[src/sv/ptm_pkg.sv]
`timescale 1ns / 1ps
// ----------------------------------------------------------------------------
// ptm_pkg
// Shared types and constants of the two-level page table manager.
// ----------------------------------------------------------------------------
package ptm_pkg;

  // Entry word layout and table geometry
  localparam int IDX_W          = 10;
  localparam int ENTRIES        = 1024;
  localparam int FRAME_W        = 20;
  localparam int ATTR_W         = 3;
  localparam int WORD_W         = 32;
  localparam int FIRST_FREE_W   = 6;
  localparam int FIRST_FREE_RST = 8;

  typedef enum logic [1:0] {
    OP_MAP   = 2'd0,
    OP_UNMAP = 2'd1,
    OP_QUERY = 2'd2,
    OP_NONE  = 2'd3
  } op_t;

  typedef enum logic [1:0] {
    ST_OK       = 2'd0,
    ST_NO_FRAME = 2'd1,
    ST_BEYOND   = 2'd2
  } status_t;

  typedef enum logic [2:0] {
    MEM_IDLE,
    MEM_RD_DIR,
    MEM_RD_TBL,
    MEM_WR_DIR,
    MEM_WR_TBL,
    MEM_CLR_ALL,
    MEM_CLR_TBL
  } mem_cmd_t;

  typedef enum logic [3:0] {
    S_CLEAR,
    S_IDLE,
    S_CHECK,
    S_DIR_EVAL,
    S_TBL_CLR,
    S_DIR_WR,
    S_TBL_WR,
    S_TBL_RD,
    S_TBL_EVAL,
    S_DONE
  } state_t;

  // Controller to datapath
  typedef struct packed {
    logic     load_in;
    mem_cmd_t mem_cmd;
    logic     cnt_inc;
    logic     cap_dir;
    logic     take_frame;
    logic     cap_pres;
    logic     set_status;
    status_t  status;
    logic     out_load;
  } ctrl_cmd_t;

  // Datapath to controller
  typedef struct packed {
    op_t  op;
    logic dframe_big;
    logic dir_pres;
    logic dir_big;
    logic nf_big;
    logic sweep_last;
    logic tbl_last;
    logic out_free;
  } dp_stat_t;

endpackage

[src/sv/ptm_ctrl.sv]
`timescale 1ns / 1ps
// ----------------------------------------------------------------------------
// ptm_ctrl
// Sequencer of the page table manager: reset sweep, walk, allocation, reply.
// ----------------------------------------------------------------------------
module ptm_ctrl (
  input  logic               clk,
  input  logic               rst_n,
  input  logic               in_valid,
  output logic               in_ready,
  input  ptm_pkg::dp_stat_t  stat,
  output ptm_pkg::ctrl_cmd_t cmd
);
  import ptm_pkg::*;

  state_t state_r, state_nxt;

  // State register
  always_ff @(posedge clk) begin
    if (!rst_n) begin
      state_r <= S_CLEAR;
    end else begin
      state_r <= state_nxt;
    end
  end

  // Next state
  always_comb begin
    state_nxt = state_r;
    case (state_r)
      S_CLEAR: begin
        if (stat.sweep_last) state_nxt = S_IDLE;
      end
      S_IDLE: begin
        if (in_valid) state_nxt = S_CHECK;
      end
      S_CHECK: begin
        if (stat.op == OP_NONE || stat.dframe_big) state_nxt = S_DONE;
        else state_nxt = S_DIR_EVAL;
      end
      S_DIR_EVAL: begin
        if (stat.op == OP_MAP) begin
          if (stat.dir_pres) state_nxt = stat.dir_big ? S_DONE : S_TBL_WR;
          else if (stat.nf_big) state_nxt = S_DONE;
          else state_nxt = S_TBL_CLR;
        end else if (!stat.dir_pres || stat.dir_big) begin
          state_nxt = S_DONE;
        end else if (stat.op == OP_UNMAP) begin
          state_nxt = S_TBL_WR;
        end else begin
          state_nxt = S_TBL_RD;
        end
      end
      S_TBL_CLR: begin
        if (stat.tbl_last) state_nxt = S_DIR_WR;
      end
      S_DIR_WR:   state_nxt = S_TBL_WR;
      S_TBL_WR:   state_nxt = S_DONE;
      S_TBL_RD:   state_nxt = S_TBL_EVAL;
      S_TBL_EVAL: state_nxt = S_DONE;
      S_DONE: begin
        if (stat.out_free) state_nxt = S_IDLE;
      end
      default: state_nxt = S_IDLE;
    endcase
  end

  // Commands
  always_comb begin
    cmd      = '0;
    in_ready = 1'b0;
    case (state_r)
      S_CLEAR: begin
        cmd.mem_cmd = MEM_CLR_ALL;
        cmd.cnt_inc = 1'b1;
      end
      S_IDLE: begin
        in_ready    = 1'b1;
        cmd.load_in = in_valid;
      end
      S_CHECK: begin
        if (stat.op != OP_NONE) begin
          if (stat.dframe_big) begin
            cmd.set_status = 1'b1;
            cmd.status     = ST_BEYOND;
          end else begin
            cmd.mem_cmd = MEM_RD_DIR;
          end
        end
      end
      S_DIR_EVAL: begin
        if (stat.dir_pres) begin
          cmd.cap_dir = 1'b1;
          if (stat.dir_big) begin
            cmd.set_status = 1'b1;
            cmd.status     = ST_BEYOND;
          end
        end else if (stat.op == OP_MAP) begin
          if (stat.nf_big) begin
            cmd.set_status = 1'b1;
            cmd.status     = ST_NO_FRAME;
          end else begin
            cmd.take_frame = 1'b1;
          end
        end
      end
      S_TBL_CLR: begin
        cmd.mem_cmd = MEM_CLR_TBL;
        cmd.cnt_inc = 1'b1;
      end
      S_DIR_WR:   cmd.mem_cmd  = MEM_WR_DIR;
      S_TBL_WR:   cmd.mem_cmd  = MEM_WR_TBL;
      S_TBL_RD:   cmd.mem_cmd  = MEM_RD_TBL;
      S_TBL_EVAL: cmd.cap_pres = 1'b1;
      S_DONE:     cmd.out_load = stat.out_free;
      default: begin
        cmd = '0;
      end
    endcase
  end

endmodule

[config.mk]
export PLATFORM = sky130hd
export DESIGN_NAME = ptm_ctrl
export DESIGN_NICKNAME = d
export VERILOG_FILES = /design/src/sv/ptm_pkg.sv /design/src/sv/ptm_ctrl.sv
export SDC_FILE = /design/constraint.sdc
export NUM_CORES = 1
export LEC_CHECK = 0
export BUFFER_PORTS_ARGS = -buffer_cell sky130_fd_sc_hd__buf_4
export CAP_MARGIN = 20
export CORE_AREA = 5 5 42 44
export DETAILED_ROUTE_END_ITERATION = 8
export DIE_AREA = 0 0 47 49
export PLACE_DENSITY_LB_ADDON = 0.25
export RECOVER_POWER = 50
export SYNTH_ARGS = -nofsm -noshare
export SYNTH_HDL_FRONTEND = slang
export SYNTH_SLANG_ARGS = --single-unit
[constraint.sdc]
create_clock -name clk -period 3.7 [get_ports clk]
set_clock_uncertainty 0.2 [all_clocks]
set_input_delay 0.185 -clock clk [delete_from_list [all_inputs] [get_ports clk]]
set_output_delay 0.185 -clock clk [all_outputs]
set_load 0.01 [all_outputs]
==> results of run 1 <==
routing by layer:
| metal | vias up | global-route usage | share of wire |
|---|---|---|---|
| li1 | 279 | - | - |
| met1 | 236 | 0.156 | 0.45 |
| met2 | 26 | 0.165 | 0.46 |
| met3 | 0 | 0.0221 | 0.094 |
| met4 | 0 | 0.0415 | 0 |
| met5 | - | 0 | 0 |
final timing paths:
check	start	end	slack, ns	depth (start not counted)
min	rst_n	state_r[0]	0.02	2
max	state_r[0]	cmd[11]	1.89	4
min reg2reg	state_r[2]	state_r[2]	0.44	2
max reg2reg	state_r[2]	state_r[0]	2.19	3
final cells by class:
type,instances,area (µm²),share of cell area
multi-input cells,50,324,0.514
flip-flops and latches,4,80.1,0.127
repair buffers,24,169,0.268
clock buffers,3,22.5,0.0357
well taps,16,20.0,0.0317
inverters,4,15.0,0.0238
power by group through the flow:
stage / logic (mW) / clock network [mW] / registers (mW)
6_report: 0.0911 / 0.0533 / 0.0609
2_1_floorplan: 0.0608 / 0 / 0.0518
3_5_place_dp: 0.0968 / 0 / 0.0614
5_1_grt: 0.101 / 0.0605 / 0.0622
3_3_place_gp: 0.0969 / 0 / 0.0611
4_1_cts: 0.0971 / 0.0561 / 0.0608
synth_stat cells, types with 2 or more instances:
master	number	area share
and3_1	2	0.029
o311a_1	2	0.046
nor3_1	4	0.046
a21oi_1	3	0.035
nor2b_1	5	0.072
inv_1	4	0.035
o21ai_0	2	0.023
dfxtp_1	4	0.18
buf_2	3	0.035
nand2_1	8	0.069
nor2_1	3	0.026
and2_1	2	0.029
a211oi_1	3	0.052
critical path, delay by kind of cell (launching register included):
| family | cells | cell delay (ns) |
|---|---|---|
| buf+inv | 1 | 0.11 |
| simple gates | 3 | 0.53 |
| flops | 1 | 0.54 |
kinds of logic after synthesis:
family | synth area share
simple gates | 0.403
compound gates | 0.320
buf+inv | 0.0691
flops | 0.184
mux | 0.0231
==> flow_metrics.tcl, run 1 <==
set metrics [dict create \
    run_status "finished clean" \
    layout.cells.non_filler 101 \
    syn_nets 73 \
    totalNegativeSetupSlack_ns 0 \
    fin_nets 99 \
    initialDrtViolationCount 10 \
    final.min_clock_period_ns 1.81 \
    htree_levels 1 \
    p_switching_mw 0.0763 \
    crit_start_category "flip-flop" \
    synth-seq-cells 4 \
    synth.lib_cells_used.distinct 29 \
    setup.worst_path.end_class "primary output" \
    post_synth_inst_count 61 \
    globalplace.congestion 0.770 \
    placement.setup.worst_slack_ns 2.15 \
    worst_skew_late_latency_ns 0.23 \
    min-delay-path-class "input pin to flip-flop" \
    viasPerCell 5.36 \
    grt_antenna_before_repair 0 \
    powerDensity_nw_per_um2 325 \
    rsz0062_at_grt "no" \
    design.portCount 25 \
    clkSlewWorstSetupHoldPaths_ns 0.04 \
    largest_reg_flops 4 \
    power.combinational.fraction 0.444 \
    total_standard_cell_area_after_synthesis_um2 434 \
    grt_use_total 0.112 \
    final_common_cell "buf_4" \
    syn_to_final_growth_pct 45.2 \
    drc 0 \
    fmaxAchievable_mhz 553 \
    globalRoute.totalOverflow 0 \
    p_int_mw 0.129 \
    cts_num_sinks 4 \
    holdBufCountCts 0 \
    worst_endpoint_data_arrival_time_ns 1.42 \
    clkPwrFrac 0.259 \
    largest_net_degree_at_the_start_of_global_routing 14 \
    syn_area_per_cell_um2 7.12 \
    critical-path-slowest-cell "dfxtp_1" \
    final_util 0.450 \
    drv.max_cap_violation_count 0 \
    top_register "state_r" \
    dieWidth_um 47 \
    tritoncts.num_buffers 3 \
    routed_wl_um 1270 \
    via_count_of_the_first_global_routing_pass 498 \
    post-route-worst-setup-slack_ns 1.89 \
    max-vdd-ir-drop_mv 0.164 \
    tritoncts_clock_tree "built" \
    total_power_mw 0.205 \
    dpl.hpwl_um 1060 \
    critical_path.max_stage_delay_ns 0.54 \
    avgRoutedWirePerCell_um 12.6 \
    place.port_buffers 24 \
    critical_path_peak_fanout 13 \
    seq_power_share 0.297 \
    largest_registers "state_r x4" \
    number_of_instances_in_the_placed_design 98 \
    routed-via-count 541 \
    timing.setup.critical_path_class "flip-flop to primary output" \
    finalCritPeriodShare 0.488 \
    antenna_cells 0 \
    worst-slew-pin-transition_ns 0.391 \
    postSynth.asyncResetShare 0 \
    synth.yosys.warnings 0 \
    dieHeight_um 49 \
    p_sw_frac 0.372 \
    postCtsResizedCells 0 \
    rows 14 \
    wire_length_of_the_first_global_routing_pass_um 1960 \
    hold_violations 0 \
    drive_above_1_share 0.294 \
    slew_limit_headroom 0.739 \
    synth-main-ff-cell "dfxtp_1" \
    design.core.area_um2 1400 \
    power.leakage_nw 0.287 \
    fill_cells 166 \
    timing.critical_path.required_ns 3.31 \
    synth_seq_area_share 0.184 \
    placement.cell_area_um2 619 \
    effective_utilization_at_floorplan 0.310 \
    synth_enable_flop_cells 0 \
    number_of_setup_violations_in_the_final_report 0 \
    clk_path_buf_depth 2 \
    fp.dieArea_um2 2300 \
    report.final.slew_viol_count 0 \
    library_cell_used_as_clock_root_buffer "clkbuf_4" \
    antenna_violating_nets_remaining 0 \
    post-cts-setup-buffer-count 0 \
    timing.critical_path.cells "nand2b_1 > nor3_1 > and2_1 > buf_4" \
    finalInstanceArea_um2 631 \
    hold-worst-slack_ns 0.0197 \
    drt_first_pass_iters 4 \
    layout_common_cells "buf_4, nand2_1, nor2b_1" \
]
No activity file was read; power rests on OpenSTA's default activity.
==> run 2, diff against run 1 <==
==> constraint.sdc (replaced) <==
create_clock -name clk -period 1.74 [get_ports clk]
set_clock_uncertainty 0.2 [all_clocks]
set_input_delay 0.087 -clock clk [delete_from_list [all_inputs] [get_ports clk]]
set_output_delay 0.087 -clock clk [all_outputs]
set_load 0.01 [all_outputs]
==> run 2 against run 1 <==
Via count grew 0.74%. Wire length up 3.7%. Flip-flop and latch count unchanged. Critical path type unchanged. Largest power group unchanged.
==> flow_metrics.tcl, run 2 (same netlist as run 1, synthesis figures left out) <==
set metrics [dict create \
    effective_utilization_at_floorplan 0.310 \
    finalCritPeriodShare 0.930 \
    worst_skew_late_latency_ns 0.24 \
    powerDensity_nw_per_um2 687 \
    drt_first_pass_iters 2 \
    antenna_violating_nets_remaining 0 \
    fp.dieArea_um2 2300 \
    totalNegativeSetupSlack_ns 0 \
    avgRoutedWirePerCell_um 13.0 \
    layout_common_cells "buf_4, nand2_1, nor2b_1, inv_1, nor3_1" \
    final_common_cell "buf_4" \
    syn_to_final_growth_pct 51.6 \
    clkPwrFrac 0.258 \
    grt_antenna_before_repair 0 \
    power.combinational.fraction 0.445 \
    via_count_of_the_first_global_routing_pass 472 \
    globalRoute.totalOverflow 0 \
    routed-via-count 545 \
    antenna_cells 0 \
    drive_above_1_share 0.360 \
    fmaxAchievable_mhz 618 \
    grt_use_total 0.121 \
    design.core.area_um2 1400 \
    largest_reg_flops 4 \
    drc 0 \
    top_register "state_r" \
    seq_power_share 0.297 \
    tritoncts_clock_tree "built" \
    setup.worst_path.end_class "primary output" \
    number_of_setup_violations_in_the_final_report 0 \
    rows 14 \
    dieWidth_um 47 \
    power.leakage_nw 0.302 \
    p_sw_frac 0.373 \
    initialDrtViolationCount 4 \
    register_area_um2 82.6 \
    finalInstanceArea_um2 658 \
    clk_path_buf_depth 2 \
    globalplace.congestion 0.841 \
    run_status "finished clean" \
    routed_wl_um 1320 \
    slew_limit_headroom 0.737 \
    min-delay-path-class "input pin to flip-flop" \
    report.final.slew_viol_count 0 \
    critical_path_peak_fanout 12 \
    design.portCount 25 \
    max-vdd-ir-drop_mv 0.374 \
    hold_violations 0 \
    timing.critical_path.required_ns 1.45 \
    library_cell_used_as_clock_root_buffer "clkbuf_4" \
    largest_net_degree_at_the_start_of_global_routing 14 \
    fill_cells 155 \
    combined_area_of_the_multi_input_logic_cells_um2 332 \
    p_switching_mw 0.169 \
    cts_num_sinks 4 \
    tritoncts.num_buffers 3 \
    dpl.hpwl_um 1050 \
    htree_levels 1 \
    worst-slew-pin-transition_ns 0.394 \
    timing.setup.critical_path_class "flip-flop to primary output" \
    viasPerCell 5.34 \
    place.port_buffers 24 \
    fin_nets 100 \
    crit_start_category "flip-flop" \
    final.min_clock_period_ns 1.62 \
    worst_endpoint_data_arrival_time_ns 1.33 \
    rsz0062_at_grt "no" \
    placement.cell_area_um2 619 \
    p_int_mw 0.284 \
    drv.max_cap_violation_count 0 \
    largest_registers "state_r x4" \
    wire_length_of_the_first_global_routing_pass_um 2050 \
    clkSlewWorstSetupHoldPaths_ns 0.04 \
    dieHeight_um 49 \
]
[run 2: stage by stage]
step	instances	hold WS [ns]	util	setup WS, ns	power (mW)
CTS	102	0.0220	0.465	0.0469	0.457
global route	102	0.0220	0.470	0.00342	0.488
global placement	98	0.160	0.442	0.213	0.335
finish	102	0.0147	0.470	0.122	0.452
detailed placement	98	0.161	0.442	0.202	0.336
floorplan	61	0.0120	-	0.321	0.239
[run 2: repair_timing]
action                                  CTS  global route
endpoints found under the setup margin    0             7
endpoints found under the hold margin     4             0
setup buffers                             0             0
hold buffers                              1             0
resized for setup                         0             4
[run 2: layout make-up]
type / instances / share of cell area
repair buffers: 25 / 0.283
clock buffers: 3 / 0.0342
flip-flops and latches: 4 / 0.125
multi-input cells: 50 / 0.504
inverters: 4 / 0.0228
well taps: 16 / 0.0304
[run 2: power by group through the flow]
stage | clock network, mW | logic [mW] | registers, mW
floorplan | 0 | 0.129 | 0.110
global placement | 0 | 0.204 | 0.131
detailed placement | 0 | 0.204 | 0.132
CTS | 0.120 | 0.207 | 0.130
global route | 0.129 | 0.220 | 0.139
finish | 0.117 | 0.201 | 0.134
[run 2: final timing paths]
check	depth (start not counted)	end	from	slack, ns
setup reg to reg	3	state_r[0]	state_r[2]	0.25
setup / recovery	3	cmd[2]	state_r[2]	0.12
hold reg to reg	2	state_r[1]	state_r[0]	0.39
hold / removal	4	state_r[0]	stat[2]	0.01
[run 2: critical path, stage by stage (launching register included)]
cell and delay, ns:
dfxtp_1 0.42, nand4bb_2 0.34, o21ai_0 0.19, buf_4 0.14
[run 2: routing by layer]
metal,up-vias,track usage,wire [µm]
met5,-,0,0
met4,0,0.0829,31
met1,240,0.159,577
met3,4,0.0221,148
met2,26,0.170,563
li1,275,-,-
